### src/hw/rtl/pcpc_pkg.sv
// shared types and constants for the point cloud part cull block
`default_nettype none
package pcpc_pkg;

   // words per stored part
   localparam int WORDS = 14;

   // half-plane accumulator width
   localparam int ACC_W = 100;

   // word slots inside one part
   localparam logic [3:0] W_KIND = 4'd0;
   localparam logic [3:0] W_REV  = 4'd1;
   localparam logic [3:0] W_AX   = 4'd2;
   localparam logic [3:0] W_AY   = 4'd3;
   localparam logic [3:0] W_BX   = 4'd4;
   localparam logic [3:0] W_BY   = 4'd5;
   localparam logic [3:0] W_LAST = 4'd13;

   // control register indexes
   localparam logic [1:0] CSR_DIST_X = 2'd0;
   localparam logic [1:0] CSR_DIST_Y = 2'd1;
   localparam logic [1:0] CSR_DIST_Z = 2'd2;
   localparam logic [1:0] CSR_COUNT  = 2'd3;

   // datapath step codes within one part
   localparam logic [3:0] STEP_SH_LAST = 4'd5;
   localparam logic [3:0] STEP_SH_END  = 4'd6;
   localparam logic [3:0] STEP_DIFF    = 4'd7;
   localparam logic [3:0] STEP_MUL_XL  = 4'd8;
   localparam logic [3:0] STEP_MUL_XH  = 4'd9;
   localparam logic [3:0] STEP_MUL_YL  = 4'd10;
   localparam logic [3:0] STEP_MUL_YH  = 4'd11;
   localparam logic [3:0] STEP_ACC_END = 4'd12;
   localparam logic [3:0] STEP_HIT     = 4'd13;

   // commands from controller to datapath
   typedef struct packed {
      logic       clr;
      logic       wr;
      logic       rd;
      logic [3:0] rd_word;
      logic       cap;
      logic [3:0] cap_word;
      logic       step_en;
      logic [3:0] step;
   } cmd_type;

   // coordinate word for bound k: xlo/t1x, xhi/t2x, ylo/t1y, yhi/t2y, zlo, zhi
   function automatic logic [3:0] coord_word(input logic [2:0] k);
      logic [3:0] r;
      unique case (k)
         3'd0:    r = 4'd2;
         3'd1:    r = 4'd4;
         3'd2:    r = 4'd3;
         3'd3:    r = 4'd5;
         3'd4:    r = 4'd6;
         default: r = 4'd7;
      endcase
      return r;
   endfunction

endpackage
`default_nettype wire

### src/hw/rtl/pcpc_ctrl.sv
// controller: sequences word fetch and arithmetic steps for each part
`default_nettype none
module pcpc_ctrl #(
   parameter int PARTS = 8,
   parameter int PI_W  = 3
) (
   input  wire logic            clock,
   input  wire logic            reset,
   input  wire logic            start,
   input  wire logic            mode,
   input  wire logic [3:0]      part_count,
   output logic                 busy,
   output logic                 rsp_valid,
   output pcpc_pkg::cmd_type    cmd,
   output logic [PI_W-1:0]      part_idx
);

   localparam int CNT_W = $clog2(PARTS + 1);

   typedef enum logic [3:0] {
      ST_IDLE  = 4'b0001,
      ST_FETCH = 4'b0010,
      ST_CALC  = 4'b0100,
      ST_DONE  = 4'b1000
   } state_type;

   state_type        state_ff, state_in;
   logic [CNT_W-1:0] part_ff, part_in;
   logic [CNT_W-1:0] n_ff, n_in;
   logic [3:0]       wc_ff, wc_in;
   logic [3:0]       step_ff, step_in;
   logic [CNT_W-1:0] n_eff;
   logic             accept;
   logic             more;

   assign accept = start && (state_ff == ST_IDLE);
   assign busy = (state_ff != ST_IDLE);
   assign rsp_valid = (state_ff == ST_DONE);
   assign part_idx = part_ff[PI_W-1:0];

   // clamp the part count to the table size
   always_comb begin
      if (32'(part_count) > PARTS) begin
         n_eff = CNT_W'(PARTS);
      end else begin
         n_eff = CNT_W'(part_count);
      end
   end

   assign more = ((CNT_W + 1)'(part_ff) + 1'b1) < (CNT_W + 1)'(n_ff);

   // next state and counters
   always_comb begin
      state_in = state_ff;
      part_in  = part_ff;
      n_in     = n_ff;
      wc_in    = wc_ff;
      step_in  = step_ff;
      unique case (state_ff)
         ST_IDLE: begin
            if (accept && mode) begin
               n_in    = n_eff;
               part_in = '0;
               wc_in   = '0;
               if (n_eff == '0) begin
                  state_in = ST_DONE;
               end else begin
                  state_in = ST_FETCH;
               end
            end
         end
         ST_FETCH: begin
            if (wc_ff == pcpc_pkg::W_LAST + 4'd1) begin
               step_in  = '0;
               state_in = ST_CALC;
            end else begin
               wc_in = wc_ff + 4'd1;
            end
         end
         ST_CALC: begin
            if (step_ff == pcpc_pkg::STEP_HIT) begin
               wc_in = '0;
               if (more) begin
                  part_in  = part_ff + 1'b1;
                  state_in = ST_FETCH;
               end else begin
                  state_in = ST_DONE;
               end
            end else begin
               step_in = step_ff + 4'd1;
            end
         end
         ST_DONE: begin
            state_in = ST_IDLE;
         end
         default: begin
            state_in = ST_IDLE;
         end
      endcase
   end

   // commands to the datapath
   always_comb begin
      cmd          = '0;
      cmd.clr      = accept && mode;
      cmd.wr       = accept && !mode;
      cmd.rd       = (state_ff == ST_FETCH) && (wc_ff <= pcpc_pkg::W_LAST);
      cmd.rd_word  = wc_ff;
      cmd.cap      = (state_ff == ST_FETCH) && (wc_ff != 4'd0);
      cmd.cap_word = wc_ff - 4'd1;
      cmd.step_en  = (state_ff == ST_CALC);
      cmd.step     = step_ff;
   end

   always_ff @(posedge clock) begin
      if (reset) begin
         state_ff <= ST_IDLE;
         part_ff  <= '0;
         n_ff     <= '0;
         wc_ff    <= '0;
         step_ff  <= '0;
      end else begin
         state_ff <= state_in;
         part_ff  <= part_in;
         n_ff     <= n_in;
         wc_ff    <= wc_in;
         step_ff  <= step_in;
      end
   end

   // a captured word always follows a read issued the cycle before
   a_cap_after_rd: assert property (@(posedge clock) disable iff (reset)
      cmd.cap |-> $past(cmd.rd))
      else $error("word captured without a preceding read");

   // the result strobe lasts one cycle
   a_strobe_single: assert property (@(posedge clock) disable iff (reset)
      rsp_valid |=> !rsp_valid)
      else $error("result strobe held longer than one cycle");

   // a point transfer makes the block busy
   a_point_busy: assert property (@(posedge clock) disable iff (reset)
      (start && !busy && mode) |=> busy)
      else $error("point accepted but block not busy");

   // a load transfer leaves the block idle
   a_load_idle: assert property (@(posedge clock) disable iff (reset)
      (start && !busy && !mode) |=> !busy)
      else $error("load transfer left the block busy");

endmodule
`default_nettype wire

### config.mk
export PLATFORM = sky130hd
export DESIGN_NAME = pcpc_ctrl
export DESIGN_NICKNAME = d
export VERILOG_FILES = /design/src/hw/rtl/pcpc_pkg.sv /design/src/hw/rtl/pcpc_ctrl.sv
export SDC_FILE = /design/constraint.sdc
export NUM_CORES = 1
export LEC_CHECK = 0
export ABC_AREA = 0
export BUFFER_PORTS_ARGS = -buffer_cell sky130_fd_sc_hd__buf_4
export CORE_MARGIN = 2
export CORE_UTILIZATION = 45
export CTS_BUF_LIST = sky130_fd_sc_hd__clkbuf_16
export CTS_CLUSTER_SIZE = 28
export DETAILED_ROUTE_END_ITERATION = 10
export PLACE_DENSITY = 0.69
export SLEW_MARGIN = 20
export SYNTH_ARGS = -nofsm -noshare
export SYNTH_HDL_FRONTEND = slang
export SYNTH_SLANG_ARGS = --single-unit
### constraint.sdc
create_clock -name clock -period 2.6 [get_ports clock]
set_input_delay 0.26 -clock clock [delete_from_list [all_inputs] [get_ports clock]]
set_output_delay 0.26 -clock clock [all_outputs]
set_load 0.05 [all_outputs]
==> flow_summary.yaml, run 1 <==
synth:
  synthesis.nets: 164
  synth.top_cells.by_area: "dfxtp_1 32%, ha_1 9.9%, a21oi_1 5.2%"
  synth_top_area_share_pct: 31.7
  yosys.cell_count.top_type: "dfxtp_1"
  synth-seq-area-share_pct: 31.7
  synth_flop_cell: "dfxtp_1"
  synth_edf_count: 0
  synth_cell_types: 47
  synth_common_cells: "20 x dfxtp_1, 17 x nor2_1, 13 x a21oi_1"
  async_flop_share_pct: 0
  yosys_warnings: 0
  synth_largest_area_cell: "dfxtp_1"
  postSynthCellCount: 146
  netlist_area_um2: 1260
  avgSynthCellArea_um2: 8.65
  ys_ff_latch: 20
timing:
  period_share_pct: 83.7
  skew_ps: 1.27
  slew_viol_final: 0
  worst_pin_slew_ps: 530
  worst_slack_ps: 423
  tns_ps: 0
  fin_crit_ps: 2180
  max_freq_mhz: 459
  rsz0062_at_grt: "false"
  slew_headroom_pct: 64.5
  worst_hold_slack_ps: 288
  setup_viol: 0
  hold_viol: 0
power:
  leakage_uw: 0.000671
  power.total_uw: 1190
  peakVddDrop_v: 0.000671
  power.density_nw_per_um2: 760
worst_setup_path:
  startpoint: "part_ff[0]"
  r2r-end: "part_ff[0]"
  crit_chain: "ha_1, ha_1, a21bo_2, a21oi_1, o21ai_4, nand2_4, mux2_4"
  crit_end: "part_ff[0]"
  r2r_start: "part_ff[0]"
  cp_slowest_cell: "dfxtp_1"
  crit_path_frequent_cell: "ha_1"
  crit_arrival_ps: 2310
  cpPeakStageDelay_ps: 430
  criticalPathCategory: "reg -> reg"
  r2r_slack_ps: 420
  crit_fanout: 6
  startpoint_type: "flip-flop"
  path_buf_inv: 0
  reg2regPathDepth: 7
  end_kind: "flip-flop"
  cp_top_family: "compound AO/OA/AOI/OAI gates"
  cp.depth: 7
  crit_required_ps: 2740
die:
  fp.dieW_um: 57.0
  core_um2: 2710
  initial_utilization_pct: 46.6
  die_h_um: 57.0
  dieArea_um2: 3250
  ioPinCount: 30
  rows: 19
final_layout:
  layout-drive-gt1-share_pct: 26.6
  diodes: 0
  fin_util_pct: 57.8
  area_growth_pct: 24.1
  fillCellCount: 241
  fin_nets: 192
cts:
  cts_setup_buffers: 0
  path_clk_slew_ps: 60
  cts_sinks: 20
  h-tree-depth: 1
  ctsHoldBuffers: 0
  tritoncts: "built"
  cts_buffers: 3
  clockRootBuffer: "clkbuf_16"
  cts_buffer_depth: 2
  insertion_delay_ps: 250
  ctsResizeCount: 0
run_status:
  status: "finished, final reports clean"
detailed_routing:
  vias_per_cell: 5.54
  wl_per_cell_um: 13.4
  via_count: 1131
  drt-pass1-iter-count: 4
  drc_errors: 0
  drtAntennaViolNets: 0
  drt_wl_total_um: 2730
  drt_iter0_drc: 23
placed_design:
  preCtsSetupSlack_ps: 444
  port_buffers: 29
  gp_congestion: 0.855
  dp_hpwl_um: 2080
grt:
  grt_start_max_net_pins: 25
  groute.usage.overall_pct: 17.5
  grt_overflow_total: 0
  grt_pass1_vias: 1042
  grt_antenna_before_repair: 0
  grt_pass1_wl_um: 4620
hold_path:
  min_from: "part_count[3]"
  holdCritPathClass: "in -> reg"
flow_run:
  cap_violations: 0
flip-flops by register name, summed over array words and instances, names as in the netlist:
signal	count
n_ff	4
part_ff	4
state_ff	4
step_ff	4
wc_ff	4
worst min path at each step:
stage	end	slack, ps	cells past startpoint
floorplan	n_ff[3]	400	2
global placement	n_ff[2]	480	2
detailed placement	n_ff[2]	480	2
CTS	n_ff[3]	290	3
global route	n_ff[3]	320	3
finish	n_ff[3]	290	3
worst reg2reg max path, delay by kind of cell, from the launching register on:
family | cells | cell delay [ps]
flops | 1 | 430
fa+ha+maj | 2 | 580
compound gates | 3 | 660
simple gates | 1 | 110
mux | 1 | 300
placed cells by master (no fill, tap or decap), types with 2 or more instances in the layout:
cell	count
buf_4	30
clkinv_1	2
ha_1	10
nand2_1	9
nand3_1	7
mux2i_1	3
nand2b_1	4
nor4b_1	2
dfxtp_1	20
xor2_1	3
clkbuf_16	3
o21ai_0	2
nor3b_1	3
a21oi_1	13
nor3_1	5
xnor2_1	3
nor2_1	17
inv_1	9
report_power, final:
group / internal, uW / switching (uW) / total (uW)
clock network: 205 / 113 / 317
registers: 328 / 29.7 / 358
logic: 195 / 321 / 516
total: 728 / 463 / 1190
area by class of cell:
class	count	area (um^2)	area share, %
multi-input cells	108	782	49.9
flip-flops and latches	20	400	25.6
repair buffers	30	225	14.4
clock buffers	3	75.1	4.79
inverters	11	41.3	2.64
well taps	31	38.8	2.48
clock inverters	1	3.75	0.240
cells by family after synthesis:
group           Yosys count  share of synthesized area [%]
compound gates           31                           18.5
xor+xnor                  6                           4.16
simple gates             57                           25.8
buf+inv                  18                           6.34
mux                       4                           3.57
fa+ha+maj                10                           9.91
flops                    20                           31.7
per-stage QoR:
step / cell area (um^2) / cells
final: 1570 / 204
after global routing: 1570 / 204
after CTS: 1570 / 204
after detailed placement: 1490 / 200
after global placement: 1490 / 200
after floorplan: 1260 / 146
metal layers:
| layer | wire [um] | global-route usage [%] |
|---|---|---|
| met4 | 28 | 3.65 |
| met5 | 0 | 0 |
| met1 | 1190 | 20.7 |
| met3 | 97 | 4.08 |
| met2 | 1410 | 32.2 |
No activity file was read; power rests on OpenSTA's default activity.
==> run 2: changes to the inputs <==
--- a/config.mk
+++ b/config.mk
@@ -5,14 +5,14 @@
 export SDC_FILE = /design/constraint.sdc
 export NUM_CORES = 1
 export LEC_CHECK = 0
-export ABC_AREA = 0
+export ABC_AREA = 1
 export BUFFER_PORTS_ARGS = -buffer_cell sky130_fd_sc_hd__buf_4
 export CORE_MARGIN = 2
 export CORE_UTILIZATION = 45
 export CTS_BUF_LIST = sky130_fd_sc_hd__clkbuf_16
 export CTS_CLUSTER_SIZE = 28
 export DETAILED_ROUTE_END_ITERATION = 10
-export PLACE_DENSITY = 0.69
+export PLACE_DENSITY = 0.71
 export SLEW_MARGIN = 20
 export SYNTH_ARGS = -nofsm -noshare
 export SYNTH_HDL_FRONTEND = slang
==> constraint.sdc (replaced) <==
create_clock -name clock -period 2 [get_ports clock]
set_input_delay 0.2 -clock clock [delete_from_list [all_inputs] [get_ports clock]]
set_output_delay 0.2 -clock clock [all_outputs]
set_load 0.05 [all_outputs]
==> flow_summary.yaml, run 2 <==
cts:
  clockRootBuffer: "clkbuf_16"
  ctsResizeCount: 0
  insertion_delay_ps: 250
  cts_buffer_depth: 2
  h-tree-depth: 1
  cts_setup_buffers: 0
  ctsHoldBuffers: 0
  cts_buffers: 3
  tritoncts: "built"
  cts_sinks: 20
  path_clk_slew_ps: 60
worst_setup_path:
  criticalPathCategory: "reg -> reg"
  crit_arrival_ps: 2000
  crit_fanout: 6
  startpoint_type: "flip-flop"
  end_kind: "flip-flop"
  crit_required_ps: 2140
die:
  die_h_um: 57.9
  dieArea_um2: 3360
  core_um2: 2760
  ioPinCount: 30
  initial_utilization_pct: 47.5
  rows: 19
  fp.dieW_um: 57.9
detailed_routing:
  via_count: 1220
  drt-pass1-iter-count: 4
  wl_per_cell_um: 11.5
  drc_errors: 0
  drt_iter0_drc: 23
  drtAntennaViolNets: 0
  vias_per_cell: 4.96
  drt_wl_total_um: 2830
synth:
  synthesis.nets: 204
  synth_adder_area_share_pct: 9.56
  yosys.area_share.simple_pct: 35.0
  async_flop_share_pct: 0
  ys_ff_latch: 20
  synth_edf_count: 0
  synth_top_family_by_area: "simple AND/OR/NAND/NOR gates"
  synth_common_cells: "34 x nand2_1, 27 x inv_1, 26 x nor2_1"
  synth_compound_area_share_pct: 9.46
  synth_largest_area_cell: "dfxtp_1"
  synth-seq-area-share_pct: 30.6
  synth.top_cells.by_area: "dfxtp_1 31%, nand2_1 9.8%, ha_1 9.6%"
  avgSynthCellArea_um2: 7.04
  synth-xor-area-share_pct: 4.02
  synth.area.mux_share_pct: 0
  synth_top_area_share_pct: 30.6
  netlist_area_um2: 1310
  yosys.cell_count.top_type: "nand2_1"
  postSynthCellCount: 186
  synth_cell_types: 30
  yosys_warnings: 0
  synth_flop_cell: "dfxtp_1"
timing:
  slew_viol_final: 0
  slew_headroom_pct: 79.5
  worst_slack_ps: 142
  skew_ps: 3.50
  max_freq_mhz: 538
  worst_pin_slew_ps: 308
  setup_viol: 0
  fin_crit_ps: 1860
  hold_viol: 0
  period_share_pct: 92.9
hold_path:
  holdCritPathClass: "in -> reg"
final_layout:
  diodes: 0
  area_growth_pct: 29.3
  mostFrequentLayoutCells: "33 x nand2_1, 30 x buf_4, 27 x inv_1"
  layout-drive-gt1-share_pct: 32.6
  final_cells: 246
  fin_nets: 234
  layout_commonest_cell: "nand2_1"
placed_design:
  preCtsSetupSlack_ps: 82.8
  port_buffers: 29
  gp_congestion: 0.894
  dp_hpwl_um: 2260
  placed_cells: 242
grt:
  grt_overflow_total: 0
  grt_start_max_net_pins: 14
  grt_antenna_before_repair: 0
  grt_pass1_wl_um: 4830
  groute.usage.overall_pct: 18.2
  grt_pass1_vias: 1228
flow_run:
  cap_violations: 0
run_status:
  status: "finished, final reports clean"
power:
  leakage_uw: 0.000775
  peakVddDrop_v: 0.000804
  power.density_nw_per_um2: 926
-- run 2: area by class of cell --
type / instances / area (um^2)
fill: 252 / 1060
multi-input combinational: 131 / 827
sequential: 20 / 408
timing repair buffer: 30 / 225
inverter: 30 / 115
clock buffer: 3 / 75.1
tap: 31 / 38.8
clock inverter: 1 / 3.75
-- run 2: path summary, 6_finish.rpt --
path,startpoint,to,slack (ps),cells after the start
max,part_ff[2],part_ff[1],140,12
min,reset,wc_ff[0],220,2
max reg2reg,part_ff[2],part_ff[1],140,12
min reg2reg,n_ff[1],n_ff[1],470,2
-- run 2: cells by family after synthesis --
family                     count (synthesis)
DFF                                       20
and+or+nand+nor                           93
buffers and inverters                     35
adders and majority gates                 10
AOI/OAI and AO/OA                         22
xor gates and xnor gates                   6
-- run 2: critical path: stages, from the launching register on --
cell	delay (ps)
dfxtp_2	370
nand3_1	110
xor2_1	180
inv_1	70
ha_1	290
a21oi_1	140
nand2_1	70
nand2_1	90
nand3_2	90
nand2_2	110
nand2_4	70
nor2_1	100
nor2_1	50
-- run 2: metrics by stage --
| step | hold WS, ps | TNS [ps] | util, % | power, uW | instance area, um^2 |
|---|---|---|---|---|---|
| detailed placement | 465 | 0 | 57.8 | 1150 | 1600 |
| floorplan | 269 | 0 | - | 1020 | 1370 |
| CTS | 218 | 0 | 60.7 | 1560 | 1670 |
| finish | 218 | 0 | 61.4 | 1570 | 1690 |
| global route | 230 | -38.0 | 61.4 | 1680 | 1690 |
| global placement | 461 | 0 | 57.8 | 1130 | 1600 |
-- run 2: where the power goes --
part	switching (uW)	internal (uW)	leakage (uW)
sequential	53.1	447	0.000164
clock	140	266	0.0000385
combinational	439	223	0.000572
total	632	936	0.000775
-- run 2: layer usage --
layer | track usage (%) | vias up | routed length, um
met2 | 33.3 | 20 | 1500
met5 | 0 | - | 0
li1 | - | 637 | -
met4 | 6.98 | 0 | 50
met1 | 20.6 | 557 | 1180
met3 | 3.57 | 6 | 94
